===== src/hw/rtl/t2rf_pkg.sv =====
// shared constants, types and codes for the 2d tile replicate and fold block
package t2rf_pkg;

  localparam int STORE_DEPTH = 1024;
  localparam int MAX_REPS    = 256;

  localparam int ADDR_W   = $clog2(STORE_DEPTH);
  localparam int KIND_W   = 2;
  localparam int VALUE_W  = 32;
  localparam int INDEX_W  = 10;
  localparam int SUM_W    = 48;
  localparam int SIZE_W   = 11;
  localparam int SIZE_MAX = 1024;
  localparam int POS_W    = 10;
  localparam int REPF_W   = 9;
  localparam int REPC_W   = $clog2(MAX_REPS + 1);
  localparam int REP_W    = $clog2(MAX_REPS);
  localparam int CFG_AW   = 4;
  localparam int CFG_DW   = 32;

  typedef enum logic [KIND_W-1:0] {
    KIND_LOAD  = 2'd0,
    KIND_EMIT  = 2'd1,
    KIND_ACCUM = 2'd2,
    KIND_READ  = 2'd3
  } kind_t;

  typedef enum logic [1:0] {
    REG_ROWS_SRC = 2'd0,
    REG_COLS_SRC = 2'd1,
    REG_REP_ROWS = 2'd2,
    REG_REP_COLS = 2'd3
  } reg_t;

  typedef struct packed {
    logic [SIZE_W-1:0] rows;
    logic [SIZE_W-1:0] cols;
    logic [REPC_W-1:0] rep_rows;
    logic [REPC_W-1:0] rep_cols;
  } cfg_t;

endpackage


===== src/hw/rtl/t2rf_cfg.sv =====
// apb configuration registers with range clamping
module t2rf_cfg import t2rf_pkg::*; (
  input  logic              clk,
  input  logic              rst,
  input  logic              psel,
  input  logic              penable,
  input  logic              pwrite,
  input  logic [CFG_AW-1:0] paddr,
  input  logic [CFG_DW-1:0] pwdata,
  output logic [CFG_DW-1:0] prdata,
  output logic              pready,
  output cfg_t              cfg,
  output logic              restart
);

  reg_t sel;
  logic wr;

  function automatic logic [SIZE_W-1:0] clamp_size(input logic [SIZE_W-1:0] v);
    logic [SIZE_W-1:0] r;
    r = v;
    if (v == '0) begin
      r = SIZE_W'(1);
    end else if (32'(v) > 32'(SIZE_MAX)) begin
      r = SIZE_W'(SIZE_MAX);
    end
    return r;
  endfunction

  function automatic logic [REPC_W-1:0] clamp_rep(input logic [REPF_W-1:0] v);
    logic [REPC_W-1:0] r;
    r = REPC_W'(v);
    if (v == '0) begin
      r = REPC_W'(1);
    end else if (32'(v) > 32'(MAX_REPS)) begin
      r = REPC_W'(MAX_REPS);
    end
    return r;
  endfunction

  assign sel     = reg_t'(paddr[3:2]);
  assign wr      = psel && penable && pwrite;
  assign pready  = 1'b1;
  assign restart = wr;

  always_ff @(posedge clk) begin
    if (rst) begin
      cfg.rows     <= SIZE_W'(1);
      cfg.cols     <= SIZE_W'(1);
      cfg.rep_rows <= REPC_W'(1);
      cfg.rep_cols <= REPC_W'(1);
    end else if (wr) begin
      unique case (sel)
        REG_ROWS_SRC: cfg.rows     <= clamp_size(pwdata[SIZE_W-1:0]);
        REG_COLS_SRC: cfg.cols     <= clamp_size(pwdata[SIZE_W-1:0]);
        REG_REP_ROWS: cfg.rep_rows <= clamp_rep(pwdata[REPF_W-1:0]);
        REG_REP_COLS: cfg.rep_cols <= clamp_rep(pwdata[REPF_W-1:0]);
        default: ;
      endcase
    end
  end

  always_comb begin
    unique case (sel)
      REG_ROWS_SRC: prdata = CFG_DW'(cfg.rows);
      REG_COLS_SRC: prdata = CFG_DW'(cfg.cols);
      REG_REP_ROWS: prdata = CFG_DW'(cfg.rep_rows);
      REG_REP_COLS: prdata = CFG_DW'(cfg.rep_cols);
      default:      prdata = '0;
    endcase
  end

endmodule


===== config.mk =====
export PLATFORM = sky130hd
export DESIGN_NAME = t2rf_cfg
export DESIGN_NICKNAME = d
export VERILOG_FILES = /design/src/hw/rtl/t2rf_pkg.sv /design/src/hw/rtl/t2rf_cfg.sv
export SDC_FILE = /design/constraint.sdc
export NUM_CORES = 1
export LEC_CHECK = 0
export ABC_AREA = 1
export ABC_CLOCK_PERIOD_IN_PS = 900
export BUFFER_PORTS_ARGS = -buffer_cell sky130_fd_sc_hd__buf_2
export CAP_MARGIN = 20
export CORE_ASPECT_RATIO = 0.6
export CORE_MARGIN = 5
export CORE_UTILIZATION = 39
export DETAILED_ROUTE_END_ITERATION = 8
export GPL_TIMING_DRIVEN = 0
export PLACE_DENSITY = 0.76
export SLEW_MARGIN = 20
export SYNTH_ARGS = -nofsm -noshare
export SYNTH_HDL_FRONTEND = slang
export SYNTH_SLANG_ARGS = --single-unit

===== constraint.sdc =====
create_clock -name clk -period 0.9 [get_ports clk]
set_input_delay 0.135 -clock clk [delete_from_list [all_inputs] [get_ports clk]]
set_output_delay 0.135 -clock clk [all_outputs]
set_load 0.05 [all_outputs]

; After elaboration in Yosys (flattened, before gate mapping)
; Index checks and enable logic that the tools add are counted.
[totals]
inputBits = 41
reg_bits = 40
mem_bits_ro = 0
memories = 0
latch_bits = 0
mem_bits_rw = 0
wordCells = 23
[op_classes]
n_bitwise = 0
mux = 5
n_mul = 0
div_mod_pow = 0
magnitude_cmp = 2
n_eq_ne = 3
reduce_logical = 9
shifts = 0
n_addsub = 0
[ops]
columns = cell, n
row1 = $pmux 32 s4, 1
row2 = $mux 11, 2
row3 = $mux 9, 2
row4 = $gt 11x11->1 const B, 1
row5 = $logic_not 11->1, 1
row6 = $gt 9x9->1 const B, 1
row7 = $logic_not 9->1, 1
row8 = $reduce_and 2->1, 4
row9 = $eq 2x2->1 const B, 2
row10 = $eq 2x1->1 const B, 1
row11 = $logic_and 1x1->1, 2
row12 = $logic_not 2->1, 1

; Depth between registers and ports, before layout
; Gate-level depths: netlist of run 1.
[depth]
depth_word = 3
mapped_depth = 9
ltp_nobuf = 9

; Least setup slack after synthesis of run 1
; Ideal clock, no wire load.
[synth_path]
kind = reg2out
from = register cfg[26] (netlist name)
to = output prdata[8]
t_arrival_ns = 1.581
path_buffers = 0
path_stages_with_launch = 3
slack_ns = -0.816
t_required_ns = 0.765
cell_sequence = dfxtp_1 inv_1 o2111ai_1
[synth_via]
elab_chain_cells = 1
[synth_rtl]
columns = element, line_no
row1 = start: declaration, t2rf_cfg.sv:12  ; output cfg_t cfg,
row2 = $pmux 32 s4, t2rf_cfg.sv:64  ; unique case (sel)
row3 = end: declaration, t2rf_cfg.sv:10  ; output logic [CFG_DW-1:0] prdata,
; No other way between the ends. The select of a mux whose other input is x is not followed.

; Worst setup path in the final report of run 1
[layout_path]
from = register cfg[31] (netlist name)
to = output prdata[2]
; The elaborated chain is that of the path after synthesis.

==> results of run 1 <==
-- report_power, final --
group	total, mW	internal [mW]	switching [mW]	leakage, nW
registers	1.76	1.72	0.0444	0.351
clock network	1.21	0.535	0.674	0.0378
logic	1.09	0.372	0.721	1.23
-- area by class of cell --
cell class                 instances  share of cell area (%)
clock buffer                       5                   1.911
timing repair inverter             1                  0.1390
sequential                        40                   26.27
timing repair buffer              97                   30.82
clock inverter                     3                  0.5212
inverter                          13                   1.842
tap                               63                   2.189
multi-input combinational        195                   29.08
buffer                            33                   7.227
-- per-stage QoR --
stage / std cells / power (mW) / hold slack (ps)
2_1_floorplan: 281 / 2.470 / 229.9
3_3_place_gp: 413 / 2.649 / 413.4
3_5_place_dp: 413 / 2.656 / 418.2
4_1_cts: 422 / 3.951 / 114.1
5_1_grt: 450 / 4.217 / 119.3
6_report: 450 / 4.067 / 113.3
-- worst register-to-register path: stages (launching register included) --
cell and delay [ps]:
dfxtp_4 360, buf_4 130, o21ai_1 150, a21oi_1 60
-- kinds of logic after synthesis --
kind of cell / after synthesis
compound gates: 79
simple gates: 94
other cells: 2
flops: 40
buf+inv: 46
-- what timing repair did --
item / in CTS / in global routing
endpoints found under the setup margin: 51 / 81
hold buffers: 0 / 0
buffers inserted: 1 / 25
cloned: 0 / 3
hold endpoints to repair: 0 / 0
pin swaps: 7 / 13
resized for setup: 157 / 64
-- layer usage --
metal / track usage, % / share of wire (%) / vias to the layer above
li1: - / - / 1085
met1: 28.36 / 42 / 1101
met2: 34.02 / 48 / 118
met3: 7.503 / 9.1 / 17
met4: 3.866 / 1.6 / 0
met5: 0 / 0 / -
-- path summary, 6_finish.rpt --
kind,start,slack [ps],depth (start not counted),to
worst min-delay path,rst,110,3,cfg[9]
worst max register to register,cfg[38],80,3,cfg[38]
worst max-delay path,cfg[31],-320,3,prdata[2]
worst min register to register,cfg[9],510,2,cfg[9]
-- placed cells by master, fill, tap and decap left out --
cell | synthesis | routed
a21oi_1 | 39 | 39
a22o_4 | 0 | 2
buf_12 | 0 | 1
buf_2 | 4 | 17
buf_4 | 24 | 32
buf_6 | 2 | 35
buf_8 | 0 | 40
clkbuf_2 | 0 | 3
clkbuf_4 | 0 | 2
clkbuf_8 | 0 | 5
clkinv_1 | 2 | 1
clkinv_2 | 0 | 1
clkinv_4 | 0 | 1
clkinvlp_4 | 0 | 2
conb_1 | 2 | 22
dfxtp_2 | 0 | 2
dfxtp_4 | 0 | 38
inv_1 | 5 | 4
inv_2 | 6 | 5
inv_4 | 0 | 2
inv_8 | 0 | 1
nand2_1 | 66 | 49
nand2_2 | 3 | 18
nand2_4 | 1 | 3
nand3_1 | 1 | 1
nand3_4 | 0 | 1
nand4_1 | 8 | 8
nor2_1 | 9 | 5
nor2_2 | 2 | 3
nor2_4 | 3 | 6
o2111ai_4 | 0 | 1
o21ai_0 | 9 | 9
o21ai_1 | 27 | 26
o21ai_2 | 0 | 1
o21ai_4 | 1 | 1
==> results.txt, run 1 <==
- Number of slew-limit violations in the final report: 0
* Result of the run: finished, violations left
- The multi-input combinational cells in the finished layout cover a total of 1047 um2.
* Cell type contributing the most total cell area after synthesis: dfxtp_1
- Summing over every cut layer, the via total after detailed routing is between 2000 and 2500.
* Via-to-Cell Ratio: between 5 and 6
- Port buffering added 69 buffers.
* Count of standard-cell rows: 19
- The signal on the critical path passes through nand2_4 > nand4_1 > buf_6.
- After routing the design area is ~3600 um2.
- Max-cap check violation count: 0
* Fin worst setup slack: -316.1 ps
- Setup violations remaining at the end of the flow were counted as between 50 and 60.
- Minimum period implied by the final worst setup slack: between 1000 and 1500 ps
- Worst Setup Slack post-DPL: -486.0 ps
- Die H: approximately 65 um
- The number of different library cells used by synthesis comes to 24.
* GP Congestion: approximately 0.84
- In the final layout, flip-flops and latches occupy 945.9 um2.
* CP Launch Type: flip-flop
- Total buffers and inverters traversed by the critical path: 1
* Largest vdd supply drop: between 700 and 800 uV
- CTS tree: done
* Crit path max-delay cell type: dfxtp_4
- Wires add up to 7.577 mm.
- The post-route netlist has between 50% and 60% of its cells at a drive strength greater than 1.
- Starting DRC count in detailed routing: about 180
* Parity-gate share of the synthesized area counting xor and xnor cells: 0%
- Registers with the highest flip-flop counts: cfg (40)
- Family with the most delay on the worst path: flip-flops
- The via count of the first global-routing pass is roughly 2100.
- Half-perimeter wire length after placement: around 5 mm
* Most used standard cells in the synthesized netlist: nand2_1 (66), dfxtp_1 (40), a21oi_1 (39), o21ai_1 (27), buf_4 (24)
* Data required time of the worst path: between 700 and 800 ps
* Number of antenna cells inserted: 0
- Worst clock skew: 0 ps
- Number of synthesized flops with an enable pin: 0
- From synthesis to final layout, the design area changed by 86.40%.
- After floorplanning, the core was sized to cover between 4000 and 5000 um2.
- Fill cell count: approximately 310
- In the final routed layout, each cell accounts on average for 16.84 um.
- At the later pin of the worst-skew pair, clock insertion delay measures 300 ps.
- Mapped Area: a little under 2000 um2
* Compound-gate portion of the synthesized area: 21.63%
* Largest Register: cfg
- Global routing consumed, over all layers together, around a fifth of the routing resources.
* Die span in x: ~100 um
* Sinks on the clock net: 40
- For this configuration, the core starts out at a cell density of 41.25%.
- After the last flow step, the layout net total stands at between 400 and 500.
- Asr flop ratio synth: 0%
- After detailed routing, the number of remaining DRC violations is 0.
- Multiplexer area fraction after synthesis: 0%
- For this run, the top clock speed supported by timing is just over 800 MHz.
* Dominant combinational cell family by area after synthesis: simple AND/OR/NAND/NOR gates
- Setup repair after global routing could not meet its margin everywhere.
- The checks that failed: negative setup slack.
- In this run the worst hold path is classified as input port to flip-flop.
- The final number of hold-violating endpoints is 0.
- Overall die area: 6507 um2
* Largest stage delay, worst path: approximately 370 ps
- CTS buffer count: 5
* Mean Syn Cell Area: approximately 7.4 um2
- In this run the worst path has a maximum fanout of 3.
- Class of the most critical setup path: flip-flop to primary output
* Proportion of synthesized chip area in sequential cells: a little over 40%
* Antenna viol nets, final: 0
- Post-synthesis share of cell area spent on and, or, nand and nor gates: a little over a fifth
- Clock Path Buffers: 2
* Data arrival time of the critical path: approximately 1100 ps
- Entering global routing, the biggest net connects 14 pins.
- Gr ovfl total: 0
* Power density over cell area: 1129 nW/um2
- After clock tree synthesis, the clock-pin slew on the worst setup and hold paths is approximately 80 ps.
- Of the total synthesized cell area, the portion taken by full adders, half adders and majority gates is 0%.
- Cell types occupying the most area after synthesis: dfxtp_1 (41%), nand2_1 (13%), a21oi_1 (10%), buf_4 (9.3%), o21ai_1 (7.0%)
* Area share of the leading cell type in the synthesized netlist: around two fifths
- Total number of yosys warnings: 0
- The tree is rooted in a clkbuf_8.
* Post-synthesis register bit count: 40
- Most frequently used flop master after synthesis: dfxtp_1
- For this design the static power due to leakage is about 1.6 nW.
- Counting every instance in the synthesized netlist gives around 260.
* First-pass GRT wire length: 10.74 mm
- Endpoint class of the critical path: primary output
* Final core utilization: a little under 80%
- For this run, the detailed router's first-pass iteration total came to 7.
- Placed Area: around 2600 um2
* H-Tree Depth: 2
- Final cycle utilization of the critical path: 135.1%
- Most used standard cell by instance count after synthesis: nand2_1
* Setup_tns: -6876 ps
* IO Count: roughly 120
- Flip-flop count of the largest register, all copies and words added: 40
- The number of antenna violations at the first check in global routing was 0.
(Power assumes the default switching activity.)
==> inputs of run 2 (changes only) <==
--- a/config.mk
+++ b/config.mk
@@ -9,12 +9,14 @@
 export ABC_CLOCK_PERIOD_IN_PS = 900
 export BUFFER_PORTS_ARGS = -buffer_cell sky130_fd_sc_hd__buf_2
 export CAP_MARGIN = 20
+export CELL_PAD_IN_SITES_DETAIL_PLACEMENT = 1
+export CELL_PAD_IN_SITES_GLOBAL_PLACEMENT = 1
 export CORE_ASPECT_RATIO = 0.6
 export CORE_MARGIN = 5
-export CORE_UTILIZATION = 39
+export CORE_UTILIZATION = 26
 export DETAILED_ROUTE_END_ITERATION = 8
 export GPL_TIMING_DRIVEN = 0
-export PLACE_DENSITY = 0.76
+export PLACE_DENSITY_LB_ADDON = 0.1
 export SLEW_MARGIN = 20
 export SYNTH_ARGS = -nofsm -noshare
 export SYNTH_HDL_FRONTEND = slang
==> run 2 against run 1 <==
Against the previous run: the flow still finishes with violations (negative setup slack); sequential cell count did not move; die area is 43% higher; routed wire length rose by 11%; critical path depth unchanged; first-iteration DRC count down 58%.
==> results.txt, run 2 (synthesis results as in run 1) <==
- The proportion of layout cells with a drive suffix above 1 is 61.03% (+3.4 points).
- The critical path required time is 760 ps (about the same).
- The area growth from synthesis to layout is 102.3%.
- Wire length after detailed routing: 8.389 mm (+11%)
- The worst register-to-register path ends at cfg[13].
* Comb power frac: 23.0% (-3.9 points)
* Met3 track demand over resource in global routing: 4.118% (-3.4 points)
- Switching share of power: 31.20% (-4.2 points)
- GR Layer Usage met1: 24.13% (-4.2 points)
- Overall die area: 9311 um2 (+43%)
* Hold endpoint: cfg[34]
- The total via count after detailed routing was 2242 (-3.4%).
* GR met2 Demand/Resource: 25.73% (-8.3 points)
- Setup violation total in the final timing report: 51 (-3.8%)
* Vias in the first global route: 2206 (+4.3%)
- The max-capacitance violation count was 0 (unchanged).
* Clock Pin Slew Worst Setup and Hold Paths: 60 ps (-20 ps)
- Die H: 76.77 um (+19%)
- The antenna diode instance count came to 0 (unchanged).
- The total power consumption of the routed design came to 5.015 mW (+23%).
- Post-route DRC: 0 (unchanged)
- Internal power: 3.450 mW (+31%)
- The register-to-register path setup slack was 110 ps (+30 ps).
- Minimum period implied by the final worst setup slack: 1175 ps (-41.32 ps)
- The top cell types in the final layout, fill and taps aside, are buf_8 (44), nand2_1 (43), buf_6 (42).
- The worst hold path begins at pwdata[5].
- The ratio of routed vias to standard cells came to 4.538 (-12%).
- Initial Util: 26.69% (-15 points)
* Worst hold path stage count: 3 (unchanged)
* IO Count: 115 (unchanged)
* Launching instance or port of the critical path: cfg[26]
- The relative contribution of the clock network to total power is 41.8% (+12 points).
- The die span in x was 121.3 um (+20%).
* Cells after DPL: 454 (+9.9%)
- The number of input and output port buffers inserted was 69 (unchanged).
- Largest vdd supply drop: 677.9 uV (-9.7%)
- The estimated wirelength of the detail-placed design was 5.700 mm (+17%).
- The final critical-path setup slack is -274.7 ps (+41.32 ps).
- The largest net degree at the start of global routing was 15 (+1).
* Clk_lat worst skew: 280 ps (-20 ps)
* Power density over cell area: 1283 nW/um2 (+14%)
- Class of the most critical setup path: flip-flop to primary output
- First-pass iteration count of the detailed router: 4 (-3)
- The sequential cell fraction of total power is 35.2% (-8.2 points).
- In this run the most used layer during global routing was met2.
- Gr ovfl total: 0 (unchanged)
- The largest registers in the layout are cfg (40).
- Flip-flop count of the largest register, all copies and words added: 40 (unchanged)
- Multi-input gate area: 1100 um2 (+5.0%)
* Clock Path Buffers: 2 (unchanged)
- Sequential Area: 948.4 um2 (+0.26%)
- The overall track demand over capacity in global routing is 16.86% (-4.5 points).
- Cells on worst reg2reg path: 3 (unchanged)
- GP Congestion: 0.7455 (-11%)
- The root buffer cell chosen for the clock tree is clkbuf_16.
- The cell row count came to 24 (+5).
- Ranked by flip-flop count, first place goes to cfg.
* H-Tree Depth: 2 (unchanged)
- The number of routed nets with antenna violations is 0 (unchanged).
* FF-to-FF Start: cfg[13]
- The reported net switching power is 1.565 mW (+8.7%).
- The highest attainable clock frequency is 851.2 MHz (+3.5%).
* Violations in the final reports: negative setup slack
- TritonCTS built the clock tree.
- The number of buffers inserted for hold repair after clock tree synthesis was 0 (unchanged).
- Sinks on the clock net: 40 (unchanged)
- The post-layout net count came to 430 (+0.70%).
- The count of non-filler cells in the finished layout was 494 (+9.8%).
* Worst min-delay path category: input port to flip-flop
- Routed wirelength normalized by instance count: 16.98 um (+0.86%)
* Hold Vio Cnt, Final: 0 (unchanged)
* RSZ-0062 raised after global routing: yes
- Largest fanout on the critical path: 2 (-1)
- CP Launch Type: flip-flop
* First-pass GRT wire length: 12.14 mm (+13%)
* Data arrival time of the critical path: 1040 ps (-40 ps)
- The final cycle utilization of the critical path is 130.5% (-4.6 points).
* Leakage: 1.716 nW (+5.8%)
- CTS buffer count: 5 (unchanged)
- Leaving out fill and tap cells, the most frequent cell in the layout is buf_8.
* Number of slew-limit violations in the final report: 0 (unchanged)
* Result of the run: finished, violations left
- The count of routing violations after the opening detailed-route iteration came to 77 (-58%).
- The post-route clock skew came to 0 ps (unchanged).
* Endpoint class of the critical path: primary output
- Initial antenna violation count: 0 (unchanged)
- The fill cell instance count of the final layout came to 817 (+160%).
- Core Box Area: 7237 um2 (+55%)
-- run 2: changes by cell type in the layout (fill, tap and decap cells not counted), sizes merged --
cell / before / now
buf: 125 / 130
bufinv: 0 / 1
clkbuf: 10 / 9
clkinv: 3 / 1
clkinvlp: 2 / 1
inv: 12 / 13
-- run 2: through the flow --
| step | instance area (um2) | setup TNS [ps] | setup slack (ps) | utilization (%) | hold slack (ps) |
|---|---|---|---|---|---|
| after global placement | 2655 | -16370 | -555.2 | 36.69 | 429.0 |
| after global routing | 3908 | -7354 | -314.1 | 53.99 | 124.2 |
| after CTS | 3421 | -4221 | -280.9 | 47.27 | 136.5 |
| final | 3908 | -6208 | -274.7 | 53.99 | 116.8 |
| after detailed placement | 2655 | -16930 | -556.5 | 36.69 | 431.6 |
| after floorplan | 2180 | -1728 | -172.4 | - | 229.9 |
-- run 2: power by group through the flow --
stage / clock [mW] / sequential, mW / combinational (mW)
6_report: 2.09 / 1.76 / 1.16
5_1_grt: 2.21 / 1.77 / 1.21
4_1_cts: 2.13 / 1.78 / 1.01
3_5_place_dp: 0 / 1.80 / 0.869
3_3_place_gp: 0 / 1.80 / 0.866
2_1_floorplan: 0 / 1.94 / 0.533
-- run 2: what timing repair did --
action,CTS,global route
gates cloned,2,0
gates resized for setup,174,85
pin swaps,6,25
setup buffers,2,28
endpoints found under the hold margin,0,0
setup endpoints to repair,78,86
-- run 2: routing by layer --
metal / up-vias / share of wire [%]
met2: 60 / 48
met5: - / 0
li1: 1092 / -
met1: 1083 / 46
met3: 7 / 5.0
met4: 0 / 0.83
-- run 2: worst max-delay path by stage --
stage	end	cells past startpoint
after floorplan	prdata[1]	2
after global placement	prdata[8]	6
after detailed placement	prdata[8]	6
after CTS	prdata[8]	3
after global routing	prdata[8]	3
final	prdata[8]	3
-- run 2: worst max-delay path: stages, from the launching register on --
cell and delay (ps):
dfxtp_4 350, inv_2 40, o2111ai_4 180, buf_6 190
-- run 2: cell type report --
| cell class | count | share of cell area (%) |
|---|---|---|
| repair buffers | 101 | 31.22 |
| multi-input cells | 195 | 28.15 |
| flip-flops and latches | 40 | 24.27 |
| inverters | 13 | 1.825 |
| well taps | 104 | 3.330 |
| plain buffers | 33 | 6.820 |
| clock buffers | 5 | 3.202 |
| clock inverters | 3 | 1.185 |
