$ cat src/hw/rtl/t2rf_pkg.sv
// shared constants, types and codes for the 2d tile replicate and fold block
package t2rf_pkg;

  localparam int STORE_DEPTH = 1024;
  localparam int MAX_REPS    = 256;

  localparam int ADDR_W   = $clog2(STORE_DEPTH);
  localparam int KIND_W   = 2;
  localparam int VALUE_W  = 32;
  localparam int INDEX_W  = 10;
  localparam int SUM_W    = 48;
  localparam int SIZE_W   = 11;
  localparam int SIZE_MAX = 1024;
  localparam int POS_W    = 10;
  localparam int REPF_W   = 9;
  localparam int REPC_W   = $clog2(MAX_REPS + 1);
  localparam int REP_W    = $clog2(MAX_REPS);
  localparam int CFG_AW   = 4;
  localparam int CFG_DW   = 32;

  typedef enum logic [KIND_W-1:0] {
    KIND_LOAD  = 2'd0,
    KIND_EMIT  = 2'd1,
    KIND_ACCUM = 2'd2,
    KIND_READ  = 2'd3
  } kind_t;

  typedef enum logic [1:0] {
    REG_ROWS_SRC = 2'd0,
    REG_COLS_SRC = 2'd1,
    REG_REP_ROWS = 2'd2,
    REG_REP_COLS = 2'd3
  } reg_t;

  typedef struct packed {
    logic [SIZE_W-1:0] rows;
    logic [SIZE_W-1:0] cols;
    logic [REPC_W-1:0] rep_rows;
    logic [REPC_W-1:0] rep_cols;
  } cfg_t;

endpackage

$ cat src/hw/rtl/t2rf_walk.sv
// tiled raster walk counters with incremental store address
module t2rf_walk import t2rf_pkg::*; (
  input  logic              clk,
  input  logic              rst,
  input  cfg_t              cfg,
  input  logic              restart,
  input  logic              step,
  output logic [ADDR_W-1:0] addr,
  output logic              last
);

  logic [POS_W-1:0]  src_row;
  logic [POS_W-1:0]  src_col;
  logic [REP_W-1:0]  tile_row;
  logic [REP_W-1:0]  tile_col;
  logic [ADDR_W-1:0] row_base;
  logic              col_end;
  logic              tcol_end;
  logic              row_end;
  logic              trow_end;

  assign col_end  = SIZE_W'(src_col) == cfg.cols - SIZE_W'(1);
  assign row_end  = SIZE_W'(src_row) == cfg.rows - SIZE_W'(1);
  assign tcol_end = REPC_W'(tile_col) == cfg.rep_cols - REPC_W'(1);
  assign trow_end = REPC_W'(tile_row) == cfg.rep_rows - REPC_W'(1);
  assign last     = col_end && row_end && tcol_end && trow_end;

  always_ff @(posedge clk) begin
    if (rst || restart) begin
      src_row  <= '0;
      src_col  <= '0;
      tile_row <= '0;
      tile_col <= '0;
      row_base <= '0;
      addr     <= '0;
    end else if (step) begin
      if (!col_end) begin
        src_col <= src_col + 1'b1;
        addr    <= addr + 1'b1;
      end else begin
        src_col <= '0;
        if (!tcol_end) begin
          tile_col <= tile_col + 1'b1;
          addr     <= row_base;
        end else begin
          tile_col <= '0;
          if (!row_end) begin
            src_row  <= src_row + 1'b1;
            row_base <= row_base + ADDR_W'(cfg.cols);
            addr     <= row_base + ADDR_W'(cfg.cols);
          end else begin
            src_row  <= '0;
            row_base <= '0;
            addr     <= '0;
            tile_row <= trow_end ? '0 : tile_row + 1'b1;
          end
        end
      end
    end
  end

endmodule

$ cat config.mk
export PLATFORM = sky130hd
export DESIGN_NAME = t2rf_walk
export DESIGN_NICKNAME = d
export VERILOG_FILES = /design/src/hw/rtl/t2rf_pkg.sv /design/src/hw/rtl/t2rf_walk.sv
export SDC_FILE = /design/constraint.sdc
export NUM_CORES = 1
export LEC_CHECK = 0
export ABC_AREA = 1
export BUFFER_PORTS_ARGS = -buffer_cell sky130_fd_sc_hd__buf_2
export CAP_MARGIN = 10
export CORE_MARGIN = 3
export CORE_UTILIZATION = 30
export CTS_CLUSTER_DIAMETER = 30
export DETAILED_ROUTE_END_ITERATION = 16
export PLACE_DENSITY = 0.53
export REMOVE_ABC_BUFFERS = 1
export SLEW_MARGIN = 25
export SYNTH_ARGS = -nofsm -noshare
export SYNTH_HDL_FRONTEND = slang
export SYNTH_SLANG_ARGS = --single-unit
$ cat constraint.sdc
create_clock -name clk -period 3.1 [get_ports clk]
set_input_delay 0.775 -clock clk [delete_from_list [all_inputs] [get_ports clk]]
set_output_delay 0.775 -clock clk [all_outputs]
set_load 0.01 [all_outputs]
## After elaboration in Yosys (flattened, before gate mapping)

Index checks and enable logic that the tools add are counted.

- Flip-flop bits (word level): 56
- Input bits: 44
- Output and inout port bits: 11

- Add/subtract/negate cells: 10
- Equality and inequality tests: 4
- Multiplexer cells: 7
- Reduce and logical (&&, ||, !) cells: 7

Operators by type and width:

| kind | number |
|---|---|
| 10-bit two-way mux | 5 |
| 10-bit by 1-bit adder with 10-bit output (second input constant) | 3 |
| 10-bit by 11-bit == test with 1-bit output | 2 |
| 11-bit by 1-bit subtractor with 11-bit output (second input constant) | 2 |
| 8-bit by 9-bit == test with 1-bit output | 2 |
| 9-bit by 1-bit subtractor with 9-bit output (second input constant) | 2 |
| 8-bit by 1-bit adder with 8-bit output (second input constant) | 2 |
| 8-bit two-way mux | 2 |
| 10-bit adder | 1 |
| 4-bit AND reduction | 1 |
| 1-bit logical AND | 3 |
| 3-bit AND reduction | 1 |
| 2-bit AND reduction | 1 |
| 1-bit logical OR | 1 |

## Longest topological paths before layout

Gate-level depths: netlist of the first run.

- Word-level depth: 5
- Mapped depth: 18
- Gate-level depth less buffers: 17

## Worst setup path after synthesis of the first run

No wires, ideal clock.

- Path kind: in2out
- Start: in cfg[0] in the netlist's numbering
- End: out last
- Data arrival time: 2,262 ps
- Data required time: 2,325 ps
- Setup slack: 63 ps
- Cell stages on the path: 10
- Cells stage by stage: inv_1 ha_1 xor2_1 nand3_1 nor2_2 nand2_1 nor2_1 nand3_2 nor2_4 and3_1

- Word-level cells in the longest chain between the ends: 4

RTL lines:

| element | line | source |
|---|---|---|
| start: declaration | t2rf_walk.sv:5 | `input cfg_t cfg,` |
| 9-bit by 1-bit subtractor with 9-bit output | t2rf_walk.sv:24 | `assign tcol_end = REPC_W'(tile_col) == cfg.rep_cols - REPC_W'(1);` |
| 8-bit by 9-bit == test with 1-bit output | t2rf_walk.sv:24 |  |
| 1-bit logical AND (2 in series) | t2rf_walk.sv:26 | `assign last = col_end && row_end && tcol_end && trow_end;` |
| end: declaration | t2rf_walk.sv:9 | `output logic last` |

Every way passes these cells.

## Worst setup path after layout of the first run

- Start: in cfg[19] in the netlist's numbering
- End: out last

- Word-level cells in the longest chain between the ends: 5

RTL lines:

| element | line | source |
|---|---|---|
| 11-bit by 1-bit subtractor with 11-bit output | t2rf_walk.sv:22 | `assign col_end = SIZE_W'(src_col) == cfg.cols - SIZE_W'(1);` |
| 10-bit by 11-bit == test with 1-bit output | t2rf_walk.sv:22 |  |
| 1-bit logical AND (3 in series) | t2rf_walk.sv:26 |  |

Every way passes these cells.

==> results.sh, run 1 <==
export IMPL_status="completed"
export IMPL_crit_fanout=2
export IMPL_pwr_share_clk=0.356
export IMPL_cp_end_kind="output pin"
export IMPL_ys_seq_area_frac=0.213
export IMPL_drive_gt1_frac=0.215
export IMPL_cp_cell_sequence="buf_6, inv_2, ha_4, inv_1, nand2_1, nand4_1, nor2_4, nand2_2, nor2_4, nand3_4, nor2_4, and3_4, buf_6"
export IMPL_max_cap_violations=0
export IMPL_hold_path_class="flip-flop to flip-flop"
export IMPL_slew_headroom=0.698
export IMPL_pwr_share_seq=0.431
export IMPL_min_period_over_period=0.978
export IMPL_coreArea_um2=16900
export IMPL_clockBufferDepth=2
export IMPL_setup_viol=0
export IMPL_combPwrFrac=0.213
export IMPL_place_congestion=0.857
export IMPL_initial_core_util=0.312
export IMPL_antenna_found_initial=0
export IMPL_critPathMostFrequentCell="nor2_4"
export IMPL_synth_edf_count=0
export IMPL_rrSetupSlack_ps=790
export IMPL_place_ws_ps=-169
export IMPL_wl_per_cell_um=11.7
export IMPL_grt_pass1_wl_um=25000
export IMPL_finalCriticalPeriod_ps=3030
export IMPL_cts_hold_buffers=0
export IMPL_wl_um=14500
export IMPL_dieArea_um2=19200
export IMPL_leakage_nw=3.25
export IMPL_cts_max_level=2
export IMPL_io_pins=55
export IMPL_fillers=1873
export IMPL_ir_drop_uv=197
export IMPL_clock_skew_ps=10.9
export IMPL_drt_initial_drc_count=236
export IMPL_syn_inst=896
export IMPL_synthFlopType="dfxtp_1"
export IMPL_portBuffers=54
export IMPL_clkSlewWorstSetupHoldPaths_ps=70
export IMPL_syn2layout_area_growth_pct=27.2
export IMPL_power_switching_uw=497
export IMPL_p_sw_frac=0.297
export IMPL_cts_root_buffer="clkbuf_16"
export IMPL_drt_first_pass_iters=4
export IMPL_yosys_warnings=0
export IMPL_power_density_nw_per_um2=250
export IMPL_slowest_stage="ha_4"
export IMPL_clock_sinks=56
export IMPL_max_freq_mhz=330
export IMPL_synthesis_area_um2=5270
export IMPL_drcViolationCount=0
export IMPL_ys_types=40
export IMPL_grt_ovfl_total=0
export IMPL_track_usage=0.153
export IMPL_critPathLaunchType="input pin"
export IMPL_r2r_end="addr[8]$_SDFFE_PP0P_"
export IMPL_routed_via_density=4.51
export IMPL_synth_seq_cells=56
export IMPL_crit_path_start="cfg[19]"
export IMPL_num_vias=5601
export IMPL_async_flop_share=0
export IMPL_ant_nets=0
export IMPL_stdcell_count=1241
export IMPL_dpl_cell_count=1218
export IMPL_r2r_start="row_base[0]$_SDFFE_PP0P_"
export IMPL_tritoncts="built"
export IMPL_dieHeight_um=138
export IMPL_num_nets_final=1083
export IMPL_worstPathRequired_ps=2320
export IMPL_rsz0062_at_grt="yes"
export IMPL_cp_arrival_ps=2260
export IMPL_avgSynthCellArea_um2=5.88
export IMPL_dp_hpwl_um=11800
export IMPL_antenna_cells=0
export IMPL_num_rows=47
export IMPL_grt_max_degree=24
export IMPL_clkLatencyLatePin_ps=310
export IMPL_first_global_vias=5368
export IMPL_drv_slew=0
export IMPL_cp_endpoint="last"
export IMPL_critPathMaxStageDelay_ps=260
export IMPL_worst_slack_ps=67.2
export IMPL_internal_power_mw=1.18
export IMPL_r2r_cells=12
export IMPL_finalHoldViolations=0
export IMPL_worstMarginPinSlew_ps=451
export IMPL_die_x_um=138
export IMPL_numCtsBuffers=5
export IMPL_worstSetupPathType="input pin to output pin"
## how the worst min path moves through the flow
| stage | start | end | slack (ps) | cells after the start |
|---|---|---|---|---|
| floorplan | row_base[0]$_SDFFE_PP0P_ | row_base[0]$_SDFFE_PP0P_ | 450 | 2 |
| global placement | row_base[0]$_SDFFE_PP0P_ | row_base[0]$_SDFFE_PP0P_ | 460 | 2 |
| detailed placement | row_base[0]$_SDFFE_PP0P_ | row_base[0]$_SDFFE_PP0P_ | 470 | 2 |
| CTS | row_base[0]$_SDFFE_PP0P_ | row_base[0]$_SDFFE_PP0P_ | 480 | 2 |
| global route | row_base[3]$_SDFFE_PP0P_ | row_base[3]$_SDFFE_PP0P_ | 500 | 2 |
| finish | row_base[4]$_SDFFE_PP0P_ | row_base[4]$_SDFFE_PP0P_ | 480 | 2 |
## layout by cell type, fill, tap and decap left out, types with 3 or more instances in the layout
master | synthesis | routed
ha_1 | 18 | 14
buf_4 | 0 | 74
nand2_4 | 0 | 4
ha_4 | 0 | 4
xnor2_1 | 19 | 19
nor3_1 | 10 | 10
a21oi_1 | 32 | 32
xor2_1 | 31 | 30
or2_2 | 3 | 3
nand2_1 | 301 | 290
nor2_1 | 91 | 80
nand2_2 | 5 | 12
nor2_2 | 13 | 14
inv_2 | 3 | 11
nand4_1 | 17 | 17
buf_2 | 4 | 49
and2_1 | 3 | 3
nor2_4 | 8 | 18
o21ai_0 | 20 | 20
nand3b_1 | 12 | 12
nand3_2 | 5 | 8
xor2_2 | 2 | 3
nand3_1 | 82 | 79
inv_1 | 131 | 123
dfxtp_1 | 56 | 56
a31oi_1 | 3 | 3
clkbuf_16 | 0 | 5
o21ai_1 | 4 | 4
buf_6 | 2 | 6
## what timing repair did
action | in CTS | in global routing
pin swaps | 23 | 26
setup endpoints to repair | 1 | 1
buffers inserted | 9 | 6
gates resized for setup | 24 | 39
## final cells by class
type | count | area [um^2] | area share
Clock inverter | 3 | 23.8 | 0.00355
Sequential cell | 56 | 1120 | 0.167
Timing Repair Buffer | 129 | 868 | 0.130
Inverter | 134 | 503 | 0.0751
Clock buffer | 5 | 125 | 0.0187
Multi-Input combinational cell | 694 | 3780 | 0.564
Tap cell | 220 | 275 | 0.0411
## cell usage after synthesis (all sizes together), types with 5 or more instances
master    n  share of area
a21oi    32          0.030
buf       7         0.0088
clkbuf    5         0.0036
dfxtp    56           0.21
ha       18          0.043
inv     134          0.096
nand2   306           0.22
nand3    88          0.091
nand3b   12          0.017
nand4    19          0.027
nor2    112          0.097
nor3     11          0.013
o21ai    24          0.023
xnor2    19          0.032
xor2     33          0.058
## state kept, by name, summed over array words and instances (netlist names)
register / count
tile_row: 8
src_row: 10
tile_col: 8
row_base: 10
addr: 10
src_col: 10
## routing by layer
| layer | track usage | share of wire | vias up |
|---|---|---|---|
| li1 | - | - | 3060 |
| met1 | 0.201 | 0.48 | 2452 |
| met2 | 0.264 | 0.47 | 70 |
| met3 | 0.0218 | 0.031 | 19 |
| met4 | 0.0395 | 0.015 | 0 |
| met5 | 0 | 0 | - |
## cells by family after synthesis
family,Yosys count,synth area share
flip-flops,56,0.213
adder cells (fa/ha/maj),19,0.0466
AND/OR/NAND/NOR,559,0.479
AO/OA/AOI/OAI,64,0.0639
buffers and inverters,146,0.108
XOR/XNOR,52,0.0893
## power by group through the flow
stage | clock network [mW] | logic, mW | registers (mW)
global route | 0.644 | 0.402 | 0.723
detailed placement | 0 | 0.312 | 0.740
CTS | 0.624 | 0.331 | 0.722
floorplan | 0 | 0.170 | 0.739
global placement | 0 | 0.311 | 0.739
finish | 0.596 | 0.356 | 0.722
## metrics by stage
stage               hold slack (ps)  area, um^2  power [mW]  TNS, ps  utilization
finish                          482        6700        1.67        0        0.397
global route                    503        6700        1.77    -58.5        0.397
CTS                             484        6500        1.68        0        0.385
detailed placement              469        6200        1.05     -169        0.367
global placement                462        6200        1.05     -150        0.367
floorplan                       448        5200       0.909        0            -
## worst max-delay path: cells and delay by family
family / cells / cell delay [ps]
fa+ha+maj: 1 / 260
simple gates: 8 / 970
buf+inv: 4 / 250
(Power assumes the default switching activity.)
==> run 2: changes to the inputs <==
--- a/config.mk
+++ b/config.mk
@@ -5,14 +5,12 @@
 export SDC_FILE = /design/constraint.sdc
 export NUM_CORES = 1
 export LEC_CHECK = 0
-export ABC_AREA = 1
 export BUFFER_PORTS_ARGS = -buffer_cell sky130_fd_sc_hd__buf_2
 export CAP_MARGIN = 10
 export CORE_MARGIN = 3
 export CORE_UTILIZATION = 30
-export CTS_CLUSTER_DIAMETER = 30
 export DETAILED_ROUTE_END_ITERATION = 16
-export PLACE_DENSITY = 0.53
+export PLACE_DENSITY = 0.54
 export REMOVE_ABC_BUFFERS = 1
 export SLEW_MARGIN = 25
 export SYNTH_ARGS = -nofsm -noshare
==> run 2 against run 1 <==
Compared with the run above:
- the run now ends with negative setup slack left
- via count decreased by 11%
- total power down 2.2%
- worst setup slack worse by 880 ps
- flip-flop and latch count unchanged
- largest cell class unchanged
- highest routed layer unchanged
==> results.sh, run 2 <==
export IMPL_clkLatencyLatePin_ps=300
export IMPL_grt_max_degree=20
export IMPL_cp_arrival_ps=3140
export IMPL_synth_seq_cells=56
export IMPL_crit_fanout=2
export IMPL_num_vias=5001
export IMPL_synth_top_cells_by_count="67 x nor2_1, 56 x dfxtp_1, 44 x xnor2_1, 39 x a21oi_1, 36 x nand2_1"
export IMPL_dieHeight_um=129
export IMPL_grt_pass1_wl_um=22400
export IMPL_crit_path_start="cfg[19]"
export IMPL_synthTopCellsByArea="dfxtp_1 25%, xnor2_1 8.4%, nor2_1 5.5%"
export IMPL_r2r_cells=11
export IMPL_first_global_vias=4734
export IMPL_tritoncts="built"
export IMPL_place_congestion=0.880
export IMPL_drt_first_pass_iters=5
export IMPL_syn_inst=592
export IMPL_tns_ps=-16290
export IMPL_max_freq_mhz=256
export IMPL_numCtsBuffers=5
export IMPL_place_ws_ps=-1180
export IMPL_synth_compound_area_share=0.169
export IMPL_synthAdderAreaFrac=0.0538
export IMPL_antenna_cells=0
export IMPL_dieArea_um2=16700
export IMPL_r2r_end="src_row[5]$_SDFFE_PP0P_"
export IMPL_final_common_cell="buf_4"
export IMPL_synthFlopType="dfxtp_1"
export IMPL_stdcell_area_um2=6650
export IMPL_io_pins=55
export IMPL_holdWs_ps=504
export IMPL_final_cell_mix="97 x buf_4, 59 x nor2_1, 56 x dfxtp_1"
export IMPL_syn2layout_area_growth_pct=45.8
export IMPL_worstPathRequired_ps=2320
export IMPL_cts_root_buffer="clkbuf_16"
export IMPL_ant_nets=0
export IMPL_initial_core_util=0.310
export IMPL_synthMuxAreaShare=0.0137
export IMPL_max_cap_violations=0
export IMPL_track_usage=0.162
export IMPL_dpl_instance_area_um2=5740
export IMPL_grt_ovfl_total=0
export IMPL_final_core_util=0.453
export IMPL_status="complete, but fails checks"
export IMPL_die_x_um=129
export IMPL_finalPower_mw=1.64
export IMPL_synthesis_area_um2=4560
export IMPL_cts_max_level=2
export IMPL_slew_headroom=0.642
export IMPL_yosys_area_share_simple=0.341
export IMPL_ys_types=65
export IMPL_avgSynthCellArea_um2=7.71
export IMPL_cp_end_kind="output pin"
export IMPL_routed_via_density=5.34
export IMPL_rrSetupSlack_ps=390
export IMPL_critPathLaunchType="input pin"
export IMPL_yosysMostFrequentCell="nor2_1"
export IMPL_synth_top_area_frac=0.246
export IMPL_drt_initial_drc_count=265
export IMPL_dpl_cell_count=909
export IMPL_drcViolationCount=0
export IMPL_clkSlewWorstSetupHoldPaths_ps=70
export IMPL_clock_skew_ps=8.97
export IMPL_synth_edf_count=0
export IMPL_yosys_warnings=0
export IMPL_synth_top_family_by_area="simple AND/OR/NAND/NOR gates"
export IMPL_synth_xor_area_frac=0.134
export IMPL_cts_hold_buffers=0
export IMPL_finalHoldViolations=0
export IMPL_num_rows=44
export IMPL_min_period_over_period=1.26
export IMPL_dp_hpwl_um=10300
export IMPL_num_nets_final=815
export IMPL_ys_seq_area_frac=0.246
export IMPL_rsz0062_at_grt="yes"
export IMPL_leakage_nw=2.67
export IMPL_wl_um=14100
export IMPL_clockBufferDepth=2
export IMPL_worst_slack_ps=-813
export IMPL_portBuffers=54
export IMPL_drv_slew=0
export IMPL_hold_path_class="flip-flop to flip-flop"
export IMPL_violations="negative setup slack"
export IMPL_async_flop_share=0
export IMPL_drive_gt1_frac=0.365
export IMPL_antenna_found_initial=0
export IMPL_setup_viol=43
export IMPL_power_density_nw_per_um2=246
export IMPL_clock_sinks=56
export IMPL_coreArea_um2=14700
export IMPL_synth_top_area_cell="dfxtp_1"
export IMPL_cp_endpoint="last"
export IMPL_ir_drop_uv=195
export IMPL_worstMarginPinSlew_ps=536
export IMPL_r2r_start="src_col[6]$_SDFFE_PP0P_"
export IMPL_finalCriticalPeriod_ps=3910
export IMPL_wl_per_cell_um=15.1
export IMPL_stdcell_count=937
export IMPL_worstSetupPathType="input pin to output pin"
export IMPL_fillers=1387
run 2: cell count changes after synthesis, sizes merged, moves of 9 or more:
cell / previous run / this run
and3: 2 / 12
inv: 134 / 28
nand2: 306 / 36
nand2b: 0 / 12
nand3: 88 / 31
nor2: 112 / 68
nor2b: 0 / 11
nor3: 11 / 25
nor4: 1 / 19
or3: 0 / 9
xnor2: 19 / 44
run 2: worst min path at each step:
stage / from / to / slack, ps / cells past startpoint
CTS: row_base[0]$_SDFFE_PP0P_ / row_base[0]$_SDFFE_PP0P_ / 490 / 2
global placement: row_base[0]$_SDFFE_PP0P_ / row_base[0]$_SDFFE_PP0P_ / 460 / 2
finish: row_base[0]$_SDFFE_PP0P_ / row_base[0]$_SDFFE_PP0P_ / 500 / 2
detailed placement: row_base[0]$_SDFFE_PP0P_ / row_base[0]$_SDFFE_PP0P_ / 470 / 2
global route: row_base[0]$_SDFFE_PP0P_ / row_base[0]$_SDFFE_PP0P_ / 530 / 2
floorplan: row_base[0]$_SDFFE_PP0P_ / row_base[0]$_SDFFE_PP0P_ / 450 / 2
run 2: timing repair:
| item | CTS | global route |
|---|---|---|
| pin swaps | 44 | 47 |
| setup buffers | 29 | 12 |
| cloned | 3 | 0 |
| setup endpoints to repair | 54 | 56 |
| gates resized for setup | 85 | 65 |
run 2: cells by family after synthesis:
family / after synthesis
flip-flops: 56
AND/OR/NAND/NOR: 276
adder cells (fa/ha/maj): 19
AO/OA/AOI/OAI: 118
buffers and inverters: 47
multiplexers: 6
XOR/XNOR: 70
run 2: final cells by class:
type,instances,area (um^2),share of cell area
Clock buffer,5,125,0.0188
Inverter,28,113,0.0169
Timing Repair Buffer,172,1340,0.201
Sequential cell,56,1120,0.169
Multi-Input combinational cell,489,3710,0.557
Clock inverter,3,22.5,0.00339
Tap cell,184,230,0.0346
run 2: power breakdown:
part / leakage [nW] / internal [mW] / total [mW] / switching [mW]
Combinational: 2.14 / 0.164 / 0.326 / 0.162
Clock: 0.0742 / 0.304 / 0.589 / 0.285
Sequential: 0.451 / 0.720 / 0.723 / 0.00266
run 2: metal layers:
layer	part of all wire	track usage	up-vias	wire length (um)
met2	0.48	0.273	134	6790
met1	0.45	0.213	2366	6390
met3	0.044	0.0239	28	617
li1	-	-	2473	-
met5	0	0	-	0
met4	0.024	0.0488	0	336
run 2: critical path: stages:
cell and delay (ps):
buf_8 100, inv_4 50, ha_4 130, or4b_4 470
or4b_4 550, a211oi_2 210, nor2_2 60, or4_4 480
nor3_4 150, buf_2 150
==> run 3: changes to the inputs <==
--- a/config.mk
+++ b/config.mk
@@ -10,7 +10,7 @@
 export CORE_MARGIN = 3
 export CORE_UTILIZATION = 30
 export DETAILED_ROUTE_END_ITERATION = 16
-export PLACE_DENSITY = 0.54
+export PLACE_DENSITY = 0.45
 export REMOVE_ABC_BUFFERS = 1
 export SLEW_MARGIN = 25
 export SYNTH_ARGS = -nofsm -noshare
==> run 3 against run 2 <==
Compared with the run above:
- the run still ends with negative setup slack left
- maximum frequency increased by 0.13%
- register-to-register slack about the same
- final cell count fell by 0.21%
- first-iteration DRC count down 45%
- final area shrank 2.0%
- clock skew decreased by 3.7 ps
- critical path type unchanged
- largest cell class unchanged
- highest routed layer unchanged
==> results.sh, run 3 (synthesized netlist as in run 2, its figures left out) <==
export IMPL_status="complete, but fails checks"
export IMPL_violations="negative setup slack"
export IMPL_finalCriticalPeriod_ps=3910
export IMPL_power_switching_uw=463
export IMPL_cp_arrival_ps=3130
export IMPL_worst_slack_ps=-808
export IMPL_multi_input_area_um2=3590
export IMPL_pwr_share_seq=0.418
export IMPL_max_freq_mhz=256
export IMPL_wl_um=14200
export IMPL_tritoncts="built"
export IMPL_slew_headroom=0.637
export IMPL_initial_core_util=0.310
export IMPL_finalHoldViolations=0
export IMPL_grt_util_met2=0.285
export IMPL_r2r_cells=9
export IMPL_drt_initial_drc_count=145
export IMPL_drv_slew=0
export IMPL_grt_use_met1=0.225
export IMPL_critical_path_depth=10
export IMPL_ant_nets=0
export IMPL_dieHeight_um=129
export IMPL_finalPower_mw=1.73
export IMPL_die_x_um=129
export IMPL_hold_path_class="flip-flop to flip-flop"
export IMPL_grt_max_degree=20
export IMPL_clkLatencyLatePin_ps=310
export IMPL_cp_end_kind="output pin"
export IMPL_cts_max_level=2
export IMPL_coreArea_um2=14700
export IMPL_cp_cell_sequence="buf_6, inv_4, ha_4, or4b_4, or4b_4, a211oi_2, nor2_2, or4_4, nor3_4, buf_2"
export IMPL_cts_hold_buffers=0
export IMPL_clockBufferDepth=2
export IMPL_final_common_cell="buf_4"
export IMPL_syn2layout_area_growth_pct=43.0
export IMPL_worstSetupPathType="input pin to output pin"
export IMPL_place_ws_ps=-1090
export IMPL_max_cap_violations=0
export IMPL_setup_viol=39
export IMPL_antenna_cells=0
export IMPL_num_vias=4865
export IMPL_track_usage=0.168
export IMPL_first_global_vias=4678
export IMPL_top_usage_layer="met2"
export IMPL_num_rows=44
export IMPL_critPathMostFrequentCell="or4b_4"
export IMPL_final_cell_mix="99 x buf_4, 66 x nor2_1, 56 x dfxtp_1"
export IMPL_drcViolationCount=0
export IMPL_grt_pass1_wl_um=22700
export IMPL_critPathLaunchType="input pin"
export IMPL_combPwrFrac=0.182
export IMPL_met3_usage=0.0190
export IMPL_crit_fanout=2
export IMPL_min_period_over_period=1.26
export IMPL_grt_ovfl_total=0
export IMPL_io_pins=55
export IMPL_path_buf_inv=3
export IMPL_clock_skew_ps=5.25
export IMPL_slowest_stage="or4b_4"
export IMPL_worstMarginPinSlew_ps=540
export IMPL_wl_per_cell_um=15.2
export IMPL_routed_via_density=5.20
export IMPL_clock_sinks=56
export IMPL_critPathMaxStageDelay_ps=550
export IMPL_leakage_nw=2.65
export IMPL_seqCellArea_um2=1120
export IMPL_holdWs_ps=474
export IMPL_drt_first_pass_iters=5
export IMPL_numCtsBuffers=5
export IMPL_portBuffers=54
export IMPL_pwr_share_clk=0.399
export IMPL_fillers=1477
export IMPL_num_nets_final=813
export IMPL_internal_power_mw=1.27
export IMPL_dp_hpwl_um=10700
export IMPL_hold_depth=2
export IMPL_p_sw_frac=0.268
export IMPL_ir_drop_uv=247
export IMPL_cts_root_buffer="clkbuf_16"
export IMPL_rsz0062_at_grt="yes"
export IMPL_antenna_found_initial=0
export IMPL_place_congestion=0.820
export IMPL_drive_gt1_frac=0.325
export IMPL_dieArea_um2=16700
export IMPL_crit_family="simple AND/OR/NAND/NOR gates"
export IMPL_clkSlewWorstSetupHoldPaths_ps=80
export IMPL_power_density_nw_per_um2=265
export IMPL_worstPathRequired_ps=2320
-- run 3: cell types whose count changed in the layout (fill, tap and decap cells not counted), sizes merged --
cell	previous run	this run
bufinv	0	1
clkbuf	5	7
buf	172	169
clkinv	2	0
-- run 3: through the flow --
| step | utilization | cell area [um^2] | cells | TNS, ps |
|---|---|---|---|---|
| 2_1_floorplan | - | 4470 | 573 | -25560 |
| 3_3_place_gp | 0.392 | 5770 | 913 | -28240 |
| 3_5_place_dp | 0.392 | 5770 | 913 | -31080 |
| 4_1_cts | 0.426 | 6260 | 928 | -12070 |
| 5_1_grt | 0.444 | 6520 | 935 | -14410 |
| 6_report | 0.444 | 6520 | 935 | -9070 |
-- run 3: final cells by class --
type | instances | share of cell area
well taps | 184 | 0.0353
clock inverters | 2 | 0.00595
inverters | 28 | 0.0165
flip-flops and latches | 56 | 0.172
multi-input cells | 489 | 0.551
clock buffers | 6 | 0.0198
repair buffers | 170 | 0.200
-- run 3: power groups by stage --
stage	logic (mW)	clock network (mW)	registers, mW
floorplan	0.123	0	0.740
detailed placement	0.285	0	0.740
global placement	0.279	0	0.740
global route	0.345	0.738	0.723
finish	0.315	0.690	0.723
CTS	0.308	0.719	0.723
-- run 3: timing repair --
item | CTS | global route
pin swaps | 18 | 23
setup endpoints to repair | 45 | 56
gates cloned | 2 | 1
setup buffers | 8 | 8
gates resized for setup | 54 | 41
-- run 3: worst reg2reg max path, stage by stage, from the launching register on --
cell,delay [ps]
dfxtp_1,390
xnor2_1,100
and3_1,220
nor4_4,320
nor4bb_4,330
o2111a_2,280
buf_8,220
nand4_1,140
or4_1,490
a21oi_1,150
-- run 3: path summary, 6_finish.rpt --
kind	from	end	slack (ps)
worst max-delay path	cfg[19]	last	-810
worst min-delay path	row_base[1]$_SDFFE_PP0P_	row_base[1]$_SDFFE_PP0P_	470
worst max register to register	src_row[6]$_SDFFE_PP0P_	tile_row[5]$_SDFFE_PP0P_	400
worst min register to register	row_base[1]$_SDFFE_PP0P_	row_base[1]$_SDFFE_PP0P_	470
-- run 3: layer usage --
metal	share of wire	vias up
met4	0.014	0
li1	-	2476
met2	0.49	94
met1	0.46	2283
met5	0	-
met3	0.036	12
